## config.mk

```make
export PLATFORM = sky130hd
export DESIGN_NAME = lru_front
export DESIGN_NICKNAME = d
export VERILOG_FILES = /design/src/hdl/lru_pkg.sv /design/src/hdl/lru_front.sv
export SDC_FILE = /design/constraint.sdc
export NUM_CORES = 1
export LEC_CHECK = 0
export BUFFER_PORTS_ARGS = -buffer_cell sky130_fd_sc_hd__buf_2
export CAP_MARGIN = 25
export CELL_PAD_IN_SITES_DETAIL_PLACEMENT = 0
export CELL_PAD_IN_SITES_GLOBAL_PLACEMENT = 2
export CORE_AREA = 2 2 303 305
export CTS_CLUSTER_DIAMETER = 150
export CTS_CLUSTER_SIZE = 40
export DETAILED_ROUTE_END_ITERATION = 10
export DIE_AREA = 0 0 305 307
export PLACE_DENSITY_LB_ADDON = 0.1
export SYNTH_ARGS = -nofsm -noshare
export SYNTH_HDL_FRONTEND = slang
export SYNTH_SLANG_ARGS = --single-unit
export TNS_END_PERCENT = 20
```

## constraint.sdc

```tcl
create_clock -name clk -period 12.6 [get_ports clk]
set_input_delay 1.89 -clock clk [delete_from_list [all_inputs] [get_ports clk]]
set_output_delay 1.89 -clock clk [all_outputs]
set_load 0.005 [all_outputs]
```

## src/hdl/lru_pkg.sv

```systemverilog
// lru_pkg: shared types, request codes and sizes for the lru cache with ttl
// revalidation; no dependencies
package lru_pkg;
  localparam int ENTRIES = 64;
  localparam int IDX_W = $clog2(ENTRIES);
  localparam int QDEPTH = 2;
  localparam int QP_W = $clog2(QDEPTH);
  localparam int QC_W = $clog2(QDEPTH + 1);

  typedef enum logic [1:0] {
    REQ_LOOKUP = 2'd0,
    REQ_STORE  = 2'd1,
    REQ_REMOVE = 2'd2,
    REQ_NONE   = 2'd3
  } req_t;

  typedef struct packed {
    req_t        req;
    logic [63:0] key;
    logic [63:0] iv_low;
    logic [63:0] iv_high;
    logic [63:0] wtime;
    logic [63:0] now;
    logic [63:0] ftime;
    logic        ftime_ok;
  } item_t;

  typedef struct packed {
    logic        hit;
    logic [63:0] lo;
    logic [63:0] hi;
  } res_t;

  typedef enum logic [1:0] {
    ST_IDLE,
    ST_EXEC,
    ST_OUT
  } state_t;
endpackage

```

## src/hdl/lru_front.sv

```systemverilog
// lru_front: input stage and short item queue toward the back part
// depends on lru_pkg
module lru_front (
  input  logic              clk,
  input  logic              rst_n,
  input  logic              in_valid,
  output logic              in_ready,
  input  lru_pkg::item_t    in_item,
  output logic              q_valid,
  input  logic              q_ready,
  output lru_pkg::item_t    q_item
);
  import lru_pkg::*;

  item_t mem_r [QDEPTH];
  logic [QP_W-1:0] wp_r, rp_r;
  logic [QC_W-1:0] cnt_r;
  logic push, pop;

  assign in_ready = (cnt_r != QC_W'(QDEPTH));
  assign push = in_valid && in_ready;
  assign q_valid = (cnt_r != '0);
  assign pop = q_valid && q_ready;
  assign q_item = mem_r[rp_r];

  always_ff @(posedge clk) begin
    if (push) begin
      // unknown request code travels as no-op
      mem_r[wp_r] <= in_item;
    end
    if (!rst_n) begin
      wp_r <= '0;
      rp_r <= '0;
      cnt_r <= '0;
    end else begin
      if (push) wp_r <= (wp_r == QP_W'(QDEPTH - 1)) ? '0 : wp_r + QP_W'(1);
      if (pop) rp_r <= (rp_r == QP_W'(QDEPTH - 1)) ? '0 : rp_r + QP_W'(1);
      cnt_r <= cnt_r + QC_W'(push) - QC_W'(pop);
    end
  end

  a_ovf: assert property (@(posedge clk) disable iff (!rst_n)
    cnt_r <= QC_W'(QDEPTH)) else $error("queue overflow");
  a_nopop_empty: assert property (@(posedge clk) disable iff (!rst_n)
    cnt_r == '0 |-> !q_valid) else $error("pop from empty");
  a_cnt: assert property (@(posedge clk) disable iff (!rst_n)
    push && !pop && cnt_r == '0 |=> cnt_r == QC_W'(1)) else $error("count slip");
endmodule

```

==> flow_summary_export.csv, run 1 <==
group,metric,value,unit
floorplanning,core,90700,µm²
timing,fin_crit,5.33,ns
clock_network,cts_buffers,23,
hold_path,hold_class,"reg2reg",
hold_path,hold_depth,2,
setup_path,regToRegSetupSlack,8.87,ns
setup_path,crit_top_cell,"buf_12",
floorplanning,die_x,305,µm
setup_path,timing.rr.end,"mem_r[0][334]",
timing,rsz0062_at_grt,"false",
layout,final_cells,3219,
setup_path,slowest_stage,"buf_12",
timing,setup_violations,0,
detailed_routing,ant_nets,0,
timing,fmax,188,MHz
yosys,yosys_register_bits,779,
layout,drive_gt1_share,60.0,%
yosys,yosys_warnings,0,
setup_path,crit_chain,"buf_12, buf_12, mux2_2, buf_2",
clock_network,cts_root_buf,"clkbuf_16",
clock_network,cts_tree,"yes",
timing,fin_crit_sh,42.3,%
setup_path,path_max_fanout,117,
timing,final_hold_viol_count,0,
clock_network,cts.clk_slew.worst_paths,0.14,ns
pwr,power.density,164,nW/µm²
setup_path,start_kind,"register",
detailed_routing,drcViolationCount,0,
detailed_routing,vias,14400,
yosys,syn_avg_cell_area,24.0,µm²
placement,place.gp.congestion,0.742,
placement,dpl.cell_count,3166,
layout,regArea,23300,µm²
timing,drv_slew,0,
yosys,yosysUniqueCellTypes,25,
placement,hpwlAfterDp,54100,µm
global_route,grt.overflow.total,0,
yosys,syn_nets,1625,
setup_path,required,10.71,ns
timing,slew_headroom,26.0,%
global_route,antenna_found_initial,54,
setup_path,critPathBufInv,3,
timing,fin_skew,0.0264,ns
yosys,synth_area,29600,µm²
placement,place.port_buffers,779,
setup_path,cp.arrival,3.44,ns
layout,final_util,39.0,%
detailed_routing,drt-initial-drc-count,873,
run_status,status,"complete, no violations",
clock_network,cts_resized,0,
clock_network,cts_sinks,779,
pwr,irDropWorstVdd,0.134,mV
setup_path,cp_top_family,"buffers and inverters",
yosys,synthCells,1233,
detailed_routing,firstDrtPassIters,4,
clock_network,cts_max_path_buffers,3,
layout,multi_input_area,5760,µm²
hold_path,hold_start,"rp_r",
clock_network,htreeDepth,1,
setup_path,end_kind,"output pin",
timing,timing.setup.tns,0,ns
job,max_cap_violations,0,
timing,tightestPinTransition,1.11,ns
detailed_routing,viasPerCell,4.46,
setup_path,regToRegStartpoint,"cnt_r[0]",
pwr,leakage,13.4,nW
global_route,grt_pass1_wl,104000,µm
global_route,grt_pass1_vias,14500,
floorplanning,rows,111,
clock_network,postCtsSetupBuffers,0,
yosys,yosysSeqAreaShare,78.9,%
floorplanning,die-area,93600,µm²
detailed_routing,wl_per_cell,23.6,µm
setup_path,criticalPathCategory,"reg2out",
clock_network,clk_latency,0.62,ns
global_route,track_usage,15.3,%
detailed_routing,drt-total-wl,75900,µm
floorplanning,initial_core_util,32.6,%
layout,nets,2398,
layout,n_fill_cell,8416,
setup_path,reg2reg_depth,5,
layout,area_delta_synth_final,19.5,%
global_route,grt_max_degree,149,
setup_path,cpPeakStageDelay,0.68,ns
clock_network,ctsHoldBuffers,0,
floorplanning,ios,780,
floorplanning,die_h,307,µm
[layout make-up]
type                       count  area share (%)
multi-input combinational    410            16.3
sequential                   779            66.0
antenna                       20           0.141
timing repair buffer         791            11.6
clock buffer                  31            1.71
tap                         1186            4.19
inverter                       1          0.0318
clock inverter                 1          0.0849
[routing by layer]
layer,track usage [%],share of wire [%],vias up
met2,28.5,54,471
met3,5.28,7.7,121
met5,0,0.29,-
met1,16.0,35,7291
li1,-,-,6442
met4,4.81,3.0,34
[how the worst max path moves through the flow]
stage / from / depth (start not counted) / endpoint
floorplan: in_valid / 1 / mem_r[1][0]
global placement: in_valid / 5 / mem_r[0][337]
detailed placement: in_valid / 5 / mem_r[0][337]
CTS: register / 4 / q_item[26]
global route: register / 4 / q_item[34]
finish: register / 4 / q_item[34]
[stage by stage]
stage / worst slack [ns] / power [mW] / hold slack (ns) / cell area, µm²
after floorplan: 1.07 / 4.32 / 0.529 / 29600
after global placement: 7.36 / 4.83 / 0.575 / 34600
after detailed placement: 7.35 / 4.84 / 0.575 / 34700
after CTS: 6.68 / 5.93 / 0.610 / 35300
after global routing: 7.09 / 6.07 / 0.630 / 35400
final: 7.27 / 5.82 / 0.608 / 35400
[layout by cell type (no fill, tap or decap), types with 2 or more instances in the layout]
| cell | count |
|---|---|
| nor2_1 | 2 |
| dfxtp_1 | 4 |
| buf_16 | 2 |
| edfxtp_1 | 774 |
| buf_12 | 5 |
| and2_1 | 3 |
| mux2_4 | 330 |
| clkbuf_16 | 23 |
| buf_2 | 779 |
| a21bo_2 | 2 |
| buf_4 | 5 |
| nand2b_1 | 2 |
| clkbuf_1 | 8 |
| diode_2 | 20 |
| mux2_2 | 57 |
| o21ai_0 | 2 |
[flip-flops by register name, summed over array words and instances, names as in the netlist, named ones only]
signal  count
mem_r     774
cnt_r       2
wp_r        1
rp_r        1
[synth_stat cells]
library cell / number / area share, %
edfxtp_1: 774 / 79
buf_8: 12 / 0.61
nor2b_1: 1 / 0.021
nand2b_1: 2 / 0.042
nand2_1: 1 / 0.013
buf_2: 5 / 0.085
mux2_2: 57 / 2.2
buf_6: 26 / 0.99
mux2i_1: 1 / 0.034
o21ai_0: 2 / 0.034
a211oi_1: 1 / 0.025
nand3_1: 1 / 0.017
inv_1: 1 / 0.013
nor2_1: 2 / 0.025
a32oi_1: 1 / 0.030
a21boi_0: 1 / 0.025
and2_1: 3 / 0.063
ha_1: 1 / 0.042
nand3b_1: 1 / 0.025
dfxtp_1: 5 / 0.34
a21bo_2: 2 / 0.068
and3_1: 1 / 0.021
or2_2: 1 / 0.021
mux2_4: 330 / 17
xnor2_1: 1 / 0.030
[cell families (layout without fill, tap and decap cells)]
family / count (synthesis) / in the layout / synth area share (%)
and+or+nand+nor: 13 / 13 / 0.249
xor gates and xnor gates: 1 / 1 / 0.0296
adders and majority gates: 1 / 1 / 0.0423
AOI/OAI and AO/OA: 7 / 7 / 0.182
DFF: 779 / 779 / 78.9
muxes: 388 / 388 / 18.9
other: 0 / 20 / 0
buffers and inverters: 44 / 824 / 1.70
[worst reg2reg max path, stage by stage, from the launching register on]
cell      delay [ns]
dfxtp_1         0.47
nand2b_1        0.21
nand3b_1        0.21
inv_8           0.70
buf_4           0.81
buf_4           0.88
[report_power, final]
group / leakage, nW / internal (mW) / switching [mW]
Sequential: 7.28 / 3.15 / 0.0659
Combinational: 5.78 / 0.787 / 0.733
Clock: 0.304 / 0.347 / 0.737
Total: 13.4 / 4.28 / 1.54
No activity file was read; power rests on OpenSTA's default activity.
==> run 2: changes to the inputs <==
- ABC_AREA: default -> 1
- CORE_AREA: 2 2 303 305 -> 2 2 305 307
- DIE_AREA: 0 0 305 307 -> 0 0 307 309
- clock period: 12.6 -> 4.5 ns (I/O delays scaled with it)
==> flow_summary_export.csv, run 2 <==
group,metric,value,unit
pwr,leakage,12.3,nW
run_status,status,"complete, no violations",
global_route,antenna_found_initial,54,
setup_path,end_kind,"output pin",
yosys,async_reset_ff_share,0,%
layout,final_cells,3247,
global_route,grt.overflow.total,0,
placement,place.gp.congestion,0.796,
global_route,use_met2,29.8,%
pwr,irDropWorstVdd,0.333,mV
setup_path,start_kind,"register",
yosys,synth_area,28300,µm²
clock_network,cts_buffers,23,
layout,nets,2418,
yosys,synthCells,1240,
global_route,top_usage_layer,"met2",
clock_network,ctsHoldBuffers,0,
timing,slew_headroom,23.9,%
yosys,synth_top_cell_by_area,"edfxtp_1",
detailed_routing,ant_nets,0,
detailed_routing,drt-total-wl,77600,µm
setup_path,slowest_stage,"dfxtp_4",
detailed_routing,firstDrtPassIters,4,
setup_path,crit_chain,"buf_12, mux2_2, buf_2",
global_route,grt_max_degree,144,
clock_network,cts_tree,"yes",
clock_network,clk_latency,0.62,ns
yosys,yosys_warnings,0,
detailed_routing,drcViolationCount,0,
pwr,p_total,16.8,mW
setup_path,regToRegSetupSlack,2.19,ns
timing,setup_violations,0,
placement,dpl.cell_count,3187,
detailed_routing,wl_per_cell,23.9,µm
timing,fin_crit_sh,75.5,%
global_route,track_usage,15.5,%
yosys,yosys-top-cells-area,"edfxtp_1, mux2_2, buf_6",
yosys,syn_nets,1632,
layout,top_regs,"mem_r: 774 flops, cnt_r: 2 flops",
placement,place.port_buffers,779,
detailed_routing,viasPerCell,4.43,
yosys,yosysUniqueCellTypes,12,
timing,fmax,294,MHz
hold_path,hold_class,"in2reg",
timing,tightestPinTransition,1.14,ns
yosys,syn_avg_cell_area,22.8,µm²
timing,fin_skew,0.0400,ns
global_route,grt_pass1_vias,15000,
timing,drv_slew,0,
clock_network,cts_root_buf,"clkbuf_16",
yosys,synth_top_cell_area_share,82.2,%
detailed_routing,vias,14400,
yosys,yosys_register_bits,779,
yosys,synth.most_common_cell,"edfxtp_1",
floorplanning,ios,780,
job,max_cap_violations,0,
yosys,yosysSeqAreaShare,82.5,%
setup_path,regToRegStartpoint,"cnt_r[0]",
global_route,grt_util_met3,4.91,%
layout,area_delta_synth_final,21.2,%
floorplanning,core,91400,µm²
layout,final_common_cell,"buf_2",
global_route,met1_usage,15.3,%
global_route,grt_pass1_wl,106000,µm
clock_network,postCtsSetupBuffers,0,
layout,layout_common_cells,"buf_2, edfxtp_1, mux2_2",
pwr,power.density,491,nW/µm²
clock_network,cts_resized,0,
timing,rsz0062_at_grt,"false",
floorplanning,die_h,309,µm
clock_network,cts_sinks,779,
layout,regMostFlops,"mem_r",
setup_path,path_max_fanout,77,
yosys,synth_flop_cell,"edfxtp_1",
timing,final_hold_viol_count,0,
layout,drive_gt1_share,59.9,%
setup_path,cp.arrival,2.72,ns
setup_path,criticalPathCategory,"reg2out",
yosys,synth-edff-count,774,
setup_path,cpPeakStageDelay,0.98,ns
hold_path,hold_start,"in_item[246]",
floorplanning,die_x,307,µm
placement,hpwlAfterDp,56800,µm
floorplanning,rows,111,
layout,n_fill_cell,8627,
yosys,yosys-top-cells-count,"edfxtp_1, mux2_2, buf_6, nand2_1, nor2_1",
clock_network,cts_max_path_buffers,3,
clock_network,htreeDepth,1,
floorplanning,initial_core_util,31.0,%
layout,largest_register_ffs,774,
setup_path,required,3.83,ns
clock_network,cts.clk_slew.worst_paths,0.15,ns
floorplanning,die-area,94900,µm²
detailed_routing,drt-initial-drc-count,794,
timing,fin_crit,3.40,ns
## run 2: cell count changes after synthesis, moves of 2 or more
cell / delta
mux2_4: -330
nand2_1: +10
o21ai_0: -2
nor2_1: +7
buf_6: +12
nand2b_1: -2
and2_1: -3
mux2_2: +330
inv_1: +6
buf_8: -12
a21bo_2: -2
## run 2: critical path: cells and delay by family (launching register included)
family	cells	cell delay [ns]
DFF	1	0.98
buffers and inverters	2	0.55
muxes	1	0.42
## run 2: where the power goes
group	internal, mW	switching, mW
registers	9.18	0.285
logic	2.01	2.33
clock network	0.976	2.06
## run 2: area by class of cell
class                           count  area, µm²  area share [%]
Multi-Input combinational cell    411       4500            13.1
Timing Repair Buffer              804       4240            12.4
Antenna cell                       27       67.6           0.197
Clock inverter                      1       30.0          0.0876
Tap cell                         1186       1480            4.33
Clock buffer                       32        609            1.78
Inverter                            7       26.3          0.0766
Sequential cell                   779      23300            68.1
## run 2: worst paths after layout
check / to / cells past startpoint
setup / recovery: q_item[61] / 3
setup reg to reg: mem_r[0][310] / 6
hold / removal: mem_r[1][246] / 1
hold reg to reg: register / 2
## run 2: kinds of logic (layout without fill, tap and decap cells)
group,count (synthesis),after routing,synth area share (%)
compound gates,1,1,0.0177
xor+xnor,1,1,0.0310
fa+ha+maj,1,1,0.0442
buf+inv,50,844,1.69
flops,779,779,82.5
mux,387,387,15.4
other cells,0,27,0
simple gates,21,21,0.283
## run 2: metal layers
layer / vias to the layer above / part of all wire (%)
li1: 6481 / -
met1: 7250 / 33
met2: 477 / 55
met3: 132 / 7.6
met4: 28 / 3.4
met5: - / 0.24
## run 2: metrics by stage
step           hold WS [ns]  instance area (µm²)  worst slack, ns  util [%]   TNS, ns
5_1_grt               0.165                34300            0.893      37.5         0
2_1_floorplan         0.467                28300            -2.41         -  -1861.77
6_report              0.222                34300             1.10      37.5         0
3_5_place_dp          0.487                33600             1.73      36.8         0
4_1_cts               0.163                34200            0.991      37.5         0
3_3_place_gp          0.477                33600             1.75      36.8         0
